## src/hdl/trp_pkg.sv

```systemverilog
// Shared types, constants and ring arithmetic for the torus route generator.
// Used by trp_ctrl, trp_dpath and torus_route_path_generator; no dependencies.
`default_nettype none

package trp_pkg;

  localparam int NODE_W    = 6;
  localparam int GRID_W    = 7;
  localparam int MAX_NODES = 64;
  localparam int ROUTE_CAP = 33;
  localparam int DIV_STEPS = NODE_W;
  localparam int DCNT_W    = 3;
  localparam int ADDR_W    = 3;
  localparam int DATA_W    = 32;

  localparam logic [NODE_W-1:0] LAST_HOP = NODE_W'(ROUTE_CAP - 1);
  localparam logic [DCNT_W-1:0] DIV_LAST = DCNT_W'(DIV_STEPS - 1);

  localparam logic REG_ROWS = 1'b0;
  localparam logic REG_COLS = 1'b1;

  typedef struct packed {
    logic [NODE_W-1:0] src_node;
    logic [NODE_W-1:0] dst_node;
  } in_item_t;

  typedef struct packed {
    logic [NODE_W-1:0] node;
    logic [NODE_W-1:0] hop_index;
    logic              last;
    logic              invalid;
  } out_item_t;

  typedef struct packed {
    logic load;
    logic emit_bad;
    logic div_step;
    logic hop_step;
  } trp_cmd_t;

  typedef struct packed {
    logic bad;
    logic route_done;
  } trp_stat_t;

  // One step along a ring, taking the shorter direction and breaking ties upward.
  function automatic logic [GRID_W-1:0] ring_step(input logic [GRID_W-1:0] from,
                                                  input logic [GRID_W-1:0] to,
                                                  input logic [GRID_W-1:0] size);
    logic [GRID_W-1:0] fwd;
    logic [GRID_W-1:0] bwd;
    logic [GRID_W-1:0] res;
    fwd = (to >= from) ? (to - from) : (to + size - from);
    bwd = (from >= to) ? (from - to) : (from + size - to);
    if (fwd <= bwd) begin
      res = ((from + GRID_W'(1)) == size) ? '0 : (from + GRID_W'(1));
    end else begin
      res = (from == '0) ? (size - GRID_W'(1)) : (from - GRID_W'(1));
    end
    return res;
  endfunction

endpackage

`default_nettype wire

```

## src/hdl/trp_ctrl.sv

```systemverilog
// Controller state machine for the torus route generator.
// Depends on trp_pkg; drives trp_dpath through command and status structs.
`default_nettype none

module trp_ctrl (
  input  wire logic               clk,
  input  wire logic               rst_n,
  input  wire logic               start,
  output logic                    busy,
  output trp_pkg::trp_cmd_t       cmd,
  input  wire trp_pkg::trp_stat_t stat
);
  import trp_pkg::*;

  typedef enum logic [3:0] {
    ST_IDLE  = 4'b0001,
    ST_CHECK = 4'b0010,
    ST_DIV   = 4'b0100,
    ST_HOP   = 4'b1000
  } state_t;

  state_t             state_r, state_nxt;
  logic [DCNT_W-1:0]  dcnt_r, dcnt_nxt;

  always_comb begin
    state_nxt = state_r;
    dcnt_nxt  = dcnt_r;
    cmd       = '0;
    unique case (state_r)
      ST_IDLE: begin
        if (start) begin
          cmd.load  = 1'b1;
          state_nxt = ST_CHECK;
        end
      end
      ST_CHECK: begin
        if (stat.bad) begin
          cmd.emit_bad = 1'b1;
          state_nxt    = ST_IDLE;
        end else begin
          dcnt_nxt  = '0;
          state_nxt = ST_DIV;
        end
      end
      ST_DIV: begin
        cmd.div_step = 1'b1;
        dcnt_nxt     = dcnt_r + DCNT_W'(1);
        if (dcnt_r == DIV_LAST) begin
          state_nxt = ST_HOP;
        end
      end
      ST_HOP: begin
        cmd.hop_step = 1'b1;
        if (stat.route_done) begin
          state_nxt = ST_IDLE;
        end
      end
      default: begin
        state_nxt = ST_IDLE;
      end
    endcase
  end

  always_ff @(posedge clk) begin
    if (!rst_n) begin
      state_r <= ST_IDLE;
      dcnt_r  <= '0;
    end else begin
      state_r <= state_nxt;
      dcnt_r  <= dcnt_nxt;
    end
  end

  assign busy = (state_r != ST_IDLE);

  a_div_len: assert property (@(posedge clk) disable iff (!rst_n)
    (state_r == ST_DIV) && (dcnt_r != DIV_LAST) |=> (state_r == ST_DIV))
    else $error("division left early");

  a_div_bound: assert property (@(posedge clk) disable iff (!rst_n)
    (state_r == ST_DIV) |-> (dcnt_r <= DIV_LAST))
    else $error("division counter overran");

endmodule

`default_nettype wire

```

## src/hdl/trp_dpath.sv

```systemverilog
// Datapath for the torus route generator: range check, coordinate split by
// shift-subtract division, ring stepping and the result register. Depends on trp_pkg.
`default_nettype none

module trp_dpath (
  input  wire logic                      clk,
  input  wire logic                      rst_n,
  input  wire trp_pkg::in_item_t         in_item,
  input  wire logic [trp_pkg::GRID_W-1:0] grid_rows,
  input  wire logic [trp_pkg::GRID_W-1:0] grid_cols,
  input  wire trp_pkg::trp_cmd_t         cmd,
  output trp_pkg::trp_stat_t             stat,
  output logic                           out_strobe,
  output trp_pkg::out_item_t             out_item
);
  import trp_pkg::*;

  logic [NODE_W-1:0] cr_r, cr_nxt;
  logic [GRID_W-1:0] cc_r, cc_nxt;
  logic [NODE_W-1:0] dr_r, dr_nxt;
  logic [GRID_W-1:0] dc_r, dc_nxt;
  logic [NODE_W-1:0] hop_r, hop_nxt;
  out_item_t         out_r, out_nxt;
  logic              strobe_r, strobe_nxt;

  logic [2*GRID_W-1:0]      total;
  logic [GRID_W-1:0]        sh_s, sh_d;
  logic                     qb_s, qb_d;
  logic [NODE_W+GRID_W-1:0] prod;
  logic [NODE_W-1:0]        node_cur;
  logic                     at_dest;
  logic                     capped;

  assign total = (2*GRID_W)'(grid_rows) * (2*GRID_W)'(grid_cols);

  assign stat.bad = (grid_rows == '0) || (grid_cols == '0) ||
                    (total > (2*GRID_W)'(MAX_NODES)) ||
                    ((2*GRID_W)'(cr_r) >= total) || ((2*GRID_W)'(dr_r) >= total);

  assign sh_s = {cc_r[GRID_W-2:0], cr_r[NODE_W-1]};
  assign sh_d = {dc_r[GRID_W-2:0], dr_r[NODE_W-1]};
  assign qb_s = (sh_s >= grid_cols);
  assign qb_d = (sh_d >= grid_cols);

  assign prod     = (NODE_W+GRID_W)'(cr_r) * (NODE_W+GRID_W)'(grid_cols);
  assign node_cur = prod[NODE_W-1:0] + cc_r[NODE_W-1:0];
  assign at_dest  = (cr_r == dr_r) && (cc_r == dc_r);
  assign capped   = (hop_r == LAST_HOP);

  assign stat.route_done = at_dest || capped;

  always_comb begin
    cr_nxt     = cr_r;
    cc_nxt     = cc_r;
    dr_nxt     = dr_r;
    dc_nxt     = dc_r;
    hop_nxt    = hop_r;
    out_nxt    = out_r;
    strobe_nxt = 1'b0;
    priority if (cmd.load) begin
      cr_nxt  = in_item.src_node;
      dr_nxt  = in_item.dst_node;
      cc_nxt  = '0;
      dc_nxt  = '0;
      hop_nxt = '0;
    end else if (cmd.emit_bad) begin
      out_nxt.node      = '0;
      out_nxt.hop_index = '0;
      out_nxt.last      = 1'b1;
      out_nxt.invalid   = 1'b1;
      strobe_nxt        = 1'b1;
    end else if (cmd.div_step) begin
      cr_nxt = {cr_r[NODE_W-2:0], qb_s};
      dr_nxt = {dr_r[NODE_W-2:0], qb_d};
      cc_nxt = qb_s ? (sh_s - grid_cols) : sh_s;
      dc_nxt = qb_d ? (sh_d - grid_cols) : sh_d;
    end else if (cmd.hop_step) begin
      out_nxt.node      = node_cur;
      out_nxt.hop_index = hop_r;
      out_nxt.last      = at_dest || capped;
      out_nxt.invalid   = 1'b0;
      strobe_nxt        = 1'b1;
      hop_nxt           = hop_r + NODE_W'(1);
      if (cc_r != dc_r) begin
        cc_nxt = ring_step(cc_r, dc_r, grid_cols);
      end else begin
        cr_nxt = NODE_W'(ring_step(GRID_W'(cr_r), GRID_W'(dr_r), grid_rows));
      end
    end
  end

  always_ff @(posedge clk) begin
    if (!rst_n) begin
      strobe_r <= 1'b0;
    end else begin
      strobe_r <= strobe_nxt;
    end
  end

  always_ff @(posedge clk) begin
    cr_r  <= cr_nxt;
    cc_r  <= cc_nxt;
    dr_r  <= dr_nxt;
    dc_r  <= dc_nxt;
    hop_r <= hop_nxt;
    out_r <= out_nxt;
  end

  assign out_strobe = strobe_r;
  assign out_item   = out_r;

  a_bad_form: assert property (@(posedge clk) disable iff (!rst_n)
    strobe_r && out_r.invalid |-> out_r.last && (out_r.node == '0) &&
                                  (out_r.hop_index == '0))
    else $error("rejected result malformed");

  a_hop_seq: assert property (@(posedge clk) disable iff (!rst_n)
    strobe_r && !out_r.last |=> strobe_r &&
      (out_r.hop_index == $past(out_r.hop_index) + NODE_W'(1)))
    else $error("route hops not contiguous");

  a_gap_after_last: assert property (@(posedge clk) disable iff (!rst_n)
    strobe_r && out_r.last |=> !strobe_r)
    else $error("result right after final result");

endmodule

`default_nettype wire

```

## src/hdl/torus_route_path_generator.sv

```systemverilog
// A rejected request gives its single result from the result register after the check state,
// and busy is already low while that result is shown. A valid request passes the check state
// and the division states, which split the nodes into row and column, then gives one route
// node per cycle. A new request is taken only while busy is low, so not before the last route
// node of the current request is shown.
// Results cannot be stalled. Synchronous active-low reset sets both grid registers to 1.
// Top level: APB configuration registers plus trp_ctrl and trp_dpath; uses trp_pkg.
`default_nettype none

module torus_route_path_generator (
  input  wire logic                       clk,
  input  wire logic                       rst_n,
  input  wire logic                       psel,
  input  wire logic                       penable,
  input  wire logic                       pwrite,
  input  wire logic [trp_pkg::ADDR_W-1:0] paddr,
  input  wire logic [trp_pkg::DATA_W-1:0] pwdata,
  output logic      [trp_pkg::DATA_W-1:0] prdata,
  output logic                            pready,
  input  wire logic                       start,
  output logic                            busy,
  input  wire trp_pkg::in_item_t          in_payload,
  output logic                            out_strobe,
  output trp_pkg::out_item_t              out_payload
);
  import trp_pkg::*;

  logic [GRID_W-1:0] rows_r, rows_nxt;
  logic [GRID_W-1:0] cols_r, cols_nxt;
  logic              wr_en;
  logic              reg_sel;
  trp_cmd_t          cmd;
  trp_stat_t         stat;

  assign pready  = 1'b1;
  assign wr_en   = psel && penable && pwrite;
  assign reg_sel = paddr[2];

  always_comb begin
    rows_nxt = rows_r;
    cols_nxt = cols_r;
    if (wr_en) begin
      unique case (reg_sel)
        REG_ROWS: rows_nxt = pwdata[GRID_W-1:0];
        REG_COLS: cols_nxt = pwdata[GRID_W-1:0];
        default:  rows_nxt = rows_r;
      endcase
    end
  end

  always_ff @(posedge clk) begin
    if (!rst_n) begin
      rows_r <= GRID_W'(1);
      cols_r <= GRID_W'(1);
    end else begin
      rows_r <= rows_nxt;
      cols_r <= cols_nxt;
    end
  end

  assign prdata = (reg_sel == REG_COLS) ? DATA_W'(cols_r) : DATA_W'(rows_r);

  trp_ctrl u_ctrl (
    .clk   (clk),
    .rst_n (rst_n),
    .start (start),
    .busy  (busy),
    .cmd   (cmd),
    .stat  (stat)
  );

  trp_dpath u_dpath (
    .clk        (clk),
    .rst_n      (rst_n),
    .in_item    (in_payload),
    .grid_rows  (rows_r),
    .grid_cols  (cols_r),
    .cmd        (cmd),
    .stat       (stat),
    .out_strobe (out_strobe),
    .out_item   (out_payload)
  );

endmodule

`default_nettype wire

```

## config.mk

```make
export PLATFORM = sky130hd
export DESIGN_NAME = torus_route_path_generator
export DESIGN_NICKNAME = d
export VERILOG_FILES = /design/src/hdl/trp_pkg.sv /design/src/hdl/trp_ctrl.sv /design/src/hdl/trp_dpath.sv /design/src/hdl/torus_route_path_generator.sv
export SDC_FILE = /design/constraint.sdc
export NUM_CORES = 1
export LEC_CHECK = 0
export CAP_MARGIN = 15
export CORE_MARGIN = 10
export CORE_UTILIZATION = 65
export DETAILED_ROUTE_END_ITERATION = 16
export DONT_BUFFER_PORTS = 1
export GPL_TIMING_DRIVEN = 0
export PLACE_DENSITY = 0.88
export SYNTH_ARGS = -nofsm -noshare
export SYNTH_HDL_FRONTEND = slang
export SYNTH_HIERARCHICAL = 1
export SYNTH_SLANG_ARGS = --single-unit
```

## constraint.sdc

```tcl
create_clock -name clk -period 9.4 [get_ports clk]
set_clock_uncertainty 0.2 [all_clocks]
set_input_delay 1.88 -clock clk [delete_from_list [all_inputs] [get_ports clk]]
set_output_delay 1.88 -clock clk [all_outputs]
set_load 0.02 [all_outputs]
```

---- Word-level counts from Yosys, hierarchy flattened ----
Cells that the tools add are included.
operators by class
  multiplexer cells ....................... 42
  add/sub/neg operators ................... 23
  magnitude comparators ................... 11
  divide/modulo/power cells ............... 0
  shift-type cells ........................ 0
  multiply operators ...................... 2
  bitwise gates (word level) .............. 5
  reduce and logical (&&, ||, !) cells .... 29
  eq/ne operators ......................... 19
operator list
  kind                   number
  $mux W7                13
  $mux W6                11
  $sub A7 B7 Y7          6
  $ge A6 B14 Y1          2
  $ge A7 B7 Y1           4
  $mux W14               2
  $eq A7 B7 Y1           3
  $logic_not A7 Y1       3
  $pmux W4 S4            1
  $reduce_and A3 Y1      5
  $add A6 B7 Y7          2
  $add A7 B7 Y7          2
  $gt A14 B7 Y1 const B  1
  $le A7 B7 Y1           2
  $mul A7 B7 Y14         1
  $sub A6 B6 Y7          2
  $sub A7 B1 Y7 const B  2
  $sub A7 B6 Y7          2
  $ge A6 B6 Y1           2
  $mux W4                3
  $sub A6 B1 Y6 const B  2
  $reduce_and A2 Y1      5
  $reduce_bool A2 Y1     5
  $mux W1                9
  26 further kinds       41
storage, ports and cells
  memory bits (writable) .................. 0
  register bits after elaboration ......... 68
  logic and storage cells ................. 145
  input port bits ......................... 53
  bits in read-only memories .............. 0
  bits in latches ......................... 0
  memories ................................ 0

---- Logic depth before layout (Yosys ltp) ----
  word-level depth ........................ 10
  depth in mapped cells ................... 29
  mapped depth without buffers ............ 26

---- By module ----
Netlist, hierarchy kept.
by module, submodules not included
  module                      times used  cells an instance  area each (um^2)  seq. area each (um^2)
  trp_dpath                   1           1092               9126.3            1201.2
  torus_route_path_generator  1           90                 854.6             280.3
  trp_ctrl                    1           45                 389.1             140.1

---- Least setup slack after synthesis ----
OpenSTA, ideal clock, no wires.
  kind .................................... register to register
  from .................................... register cols_r[1]
  to ...................................... register u_dpath.out_r, in the netlist u_dpath/out_item[0], enable pin
  path slack .............................. 2.486 ns
  data arrival time ....................... 6.329 ns
  setup time .............................. 0.385 ns
  cell stages (with the launch flop) ...... 26
  data required time ...................... 8.815 ns
  path through ............................ dfxtp_1 -> clkbuf_1 -> clkinv_1 -> nor2_1 -> fa_1 -> inv_1 -> fa_1 -> inv_1 -> fa_1 -> inv_1 -> fa_1 -> inv_1 -> ha_1 -> or2_2 -> or3_1 -> a31oi_1 -> a31oi_1 -> and4_1 -> o311ai_1 -> inv_1 -> nor2_1 -> clkbuf_1 -> nor2_1 -> nor2_1 -> inv_1 -> nor2_1
RTL lines
  element                   RTL line                          RTL
  start: declaration        torus_route_path_generator.sv:29  logic [GRID_W-1:0] cols_r, cols_nxt;
  start signal: assignment  torus_route_path_generator.sv:57  cols_r <= cols_nxt;
  end signal: assignment    trp_dpath.sv:106                  out_r <= out_nxt;
  end: declaration          trp_dpath.sv:23                   out_item_t out_r, out_nxt;

==> impl_metrics.json <==
{
  "cts_setup_buffers": 0,
  "slew_violations": 0,
  "synth_ff_type": "dfxtp_1",
  "reg2reg_depth": 26,
  "hold_viol_final": 0,
  "fin_crit_sh": 0.920,
  "critPathCapture": "u_dpath/out_item[13]",
  "grt.total_usage": 0.246,
  "worst_ep_arrival_time_ns": 8.41,
  "clk_pin_slew_ns": 0.06,
  "area_delta_synth_final_pct": 6.56,
  "coreArea_sq_um": 15800,
  "end_kind": "register",
  "yosysSeqAreaShare": 0.156,
  "fin_cells": 1486,
  "grt_overflow": 0,
  "holdWs_ns": 0.275,
  "vias": 8910,
  "dp_cells": 1467,
  "min_path_type": "reg2reg",
  "met3_usage": 0.0603,
  "die_w_microns": 146,
  "clock_latency_ns": 0.34,
  "drt_wl_total_mm": 26.9,
  "final_nets": 1521,
  "clockBufferDepth": 2,
  "tightest_slew_ns": 1.05,
  "p_leak_nw": 5.24,
  "grtUsageMet2": 0.389,
  "finalSetupViolCount": 0,
  "drt_iter0_drc": 1104,
  "seq_area_sq_um": 1620,
  "start_kind": "register",
  "gp_congestion": 0.978,
  "muxShareOfSynthArea": 0.0486,
  "rows": 46,
  "avgViaCountPerCell": 6.00,
  "ys_warn_count": 6,
  "die_height_microns": 146,
  "synth_edf_count": 26,
  "ctsResizeCount": 0,
  "worstPathMaxFanout": 15,
  "grt_setup_unrepaired": "false",
  "ios": 102,
  "yosysMostFrequentCell": "ha_1",
  "synth-xor-area-share": 0.0883,
  "synth_top_family_by_area": "adder cells",
  "use_met1": 0.320,
  "grt_max_degree": 16,
  "crit_required_ns": 9.16,
  "antenna_found_initial": 1,
  "busiest_layer": "met2",
  "start_util": 0.658,
  "cts_hold_buf": 0,
  "synth_seq_cells": 68,
  "cts_tree": "yes",
  "r2r_start": "cols_r[1]",
  "hpwlAfterDp_mm": 21.2,
  "root_buffer": "clkbuf_16",
  "io_buffer_count": 0,
  "cts_htree_levels": 3,
  "period_minus_slack_ns": 8.65,
  "synth_common_cells": "144 x ha_1, 128 x inv_1, 95 x nor2_1",
  "r2r_slack_ns": 0.75,
  "grt_pass1_wl_mm": 44.0,
  "synth.top_cell.area_share": 0.174,
  "wire_per_inst_microns": 18.1,
  "grt_pass1_vias": 8901,
  "synth_fa_ha_area_frac": 0.292,
  "cp-startpoint": "cols_r[1]",
  "slew_headroom": 0.300,
  "antenna_left": 0,
  "cap_violations": 0,
  "status": "finished, final reports clean",
  "clock.fmax_mhz": 116,
  "synth-simple-area-share": 0.163,
  "cts_inserted_buffers": 9,
  "synth_top_area_cell": "ha_1",
  "drc": 0,
  "ir_drop_mv": 0.291,
  "syn-cell-area_sq_um": 10400,
  "ys_top_cells_by_area": "ha_1 17%, fa_1 12%, dfxtp_1 8.1%",
  "fin_tns_setup_ns": 0,
  "multi_input_area_sq_um": 7890,
  "synth_area_per_cell_sq_um": 8.45,
  "synth-compound-area-share": 0.159,
  "drive_gt1_frac": 0.0726,
  "ys_types": 79,
  "crit_type": "reg2reg",
  "cellPowerDensity_nw_per_um2": 208,
  "reg2reg_to": "u_dpath/out_item[13]",
  "synthCells": 1227,
  "async_flop_share": 0,
  "drt_pass1_iterations": 6,
  "n_fill_cell": 1246,
  "cts.sinks": 68,
  "die-area_sq_um": 21400
}
## final cells by class
cell class / count / area share
inverter: 133 / 0.0452
timing repair buffer: 1 / 0.000679
clock inverter: 7 / 0.00747
clock buffer: 9 / 0.0204
multi-input combinational: 974 / 0.714
tap: 216 / 0.0245
sequential: 68 / 0.147
buffer: 76 / 0.0408
antenna: 2 / 0.000453
## worst max-delay path, stage by stage (launching register included)
cell,delay (ns)
dfxtp_1,0.56
clkbuf_1,0.42
clkinv_1,0.64
nor2_1,0.32
fa_1,0.19
inv_1,0.05
fa_1,0.48
inv_1,0.06
fa_1,0.52
inv_1,0.05
fa_1,0.40
inv_1,0.06
ha_1,0.24
or2_2,0.33
or3_1,0.32
a31oi_1,0.19
a31oi_1,0.10
and4_1,0.25
o311ai_1,0.35
clkbuf_4,0.28
inv_1,0.07
nor2_1,0.15
clkbuf_1,0.41
nor2_1,0.26
nor2_1,0.23
inv_1,0.26
nor2_1,0.87
## metrics by stage
step	setup slack, ns	power [mW]	util	instance area, sq um
after detailed placement	0.363	1.89	0.680	10700
after CTS	0.302	2.27	0.700	11000
after global routing	0.238	2.50	0.701	11000
final	0.751	2.30	0.701	11100
after floorplan	2.49	1.57	-	10500
after global placement	0.477	1.86	0.680	10700
## power breakdown
part,leakage [nW],internal [mW],total [mW],switching (mW)
combinational,4.51,0.653,1.54,0.887
clock,0.145,0.210,0.359,0.148
sequential,0.581,0.356,0.405,0.0488
## kinds of logic (layout without fill, tap and decap cells)
family	Yosys count	count (layout)
AOI/OAI and AO/OA	252	252
muxes	49	49
adders and majority gates	205	205
and+or+nand+nor	339	339
other	2	28
buffers and inverters	209	226
DFF	68	68
xor gates and xnor gates	103	103
## per-layer routing
layer,routed length [microns],up-vias
met1,11500,4204
met4,737,0
li1,-,4226
met3,2590,54
met5,0,-
met2,12100,426
## worst min-delay path by stage
stage               from   endpoint  slack [ns]  cells after the start
2_1_floorplan  cols_r[2]  cols_r[2]        0.24                      2
3_3_place_gp   cols_r[4]  cols_r[4]        0.26                      2
3_5_place_dp   cols_r[5]  cols_r[5]        0.27                      2
4_1_cts        cols_r[5]  cols_r[5]        0.28                      2
5_1_grt        rows_r[4]  rows_r[4]        0.31                      2
6_report       cols_r[2]  cols_r[2]        0.28                      2
## cell usage in the layout (no fill, tap or decap), types with 5 or more instances in the layout
master / netlist / routed
nor3_1: 16 / 16
nand3_1: 26 / 26
edfxtp_1: 26 / 26
and3_1: 5 / 5
mux2i_1: 38 / 38
a21oi_1: 64 / 64
or2_2: 5 / 5
o21ai_0: 50 / 50
xnor2_1: 70 / 70
ha_1: 144 / 144
nor2_1: 95 / 95
nor4_1: 5 / 5
a21o_1: 23 / 23
a211oi_1: 9 / 9
or3_1: 8 / 8
dfxtp_1: 42 / 42
nor2b_1: 22 / 22
a21boi_0: 8 / 8
buf_2: 11 / 11
buf_4: 28 / 28
nand4_1: 8 / 8
a211o_1: 6 / 6
inv_1: 128 / 128
a31oi_1: 11 / 11
clkbuf_16: 0 / 9
buf_6: 6 / 6
xor2_1: 32 / 32
o211ai_1: 10 / 10
a221oi_1: 5 / 5
nand2b_1: 14 / 14
nand2_1: 91 / 91
and2_1: 22 / 22
o21bai_1: 14 / 14
clkbuf_1: 30 / 30
o21a_1: 11 / 11
fa_1: 61 / 61
conb_1: 2 / 26
mux2_2: 10 / 10
## state kept, by name, summed over array words and instances (netlist names)
register and count:
u_dpath/out_item 14, cols_r 7, rows_r 7, u_dpath/cc_r 7, u_dpath/dc_r 7, u_dpath/cr_r 6, u_dpath/dr_r 6, u_dpath/hop_r 6
u_ctrl/state_r 4, u_ctrl/dcnt_r 3, u_dpath/out_strobe 1
Power figures use the tool's default switching activity.
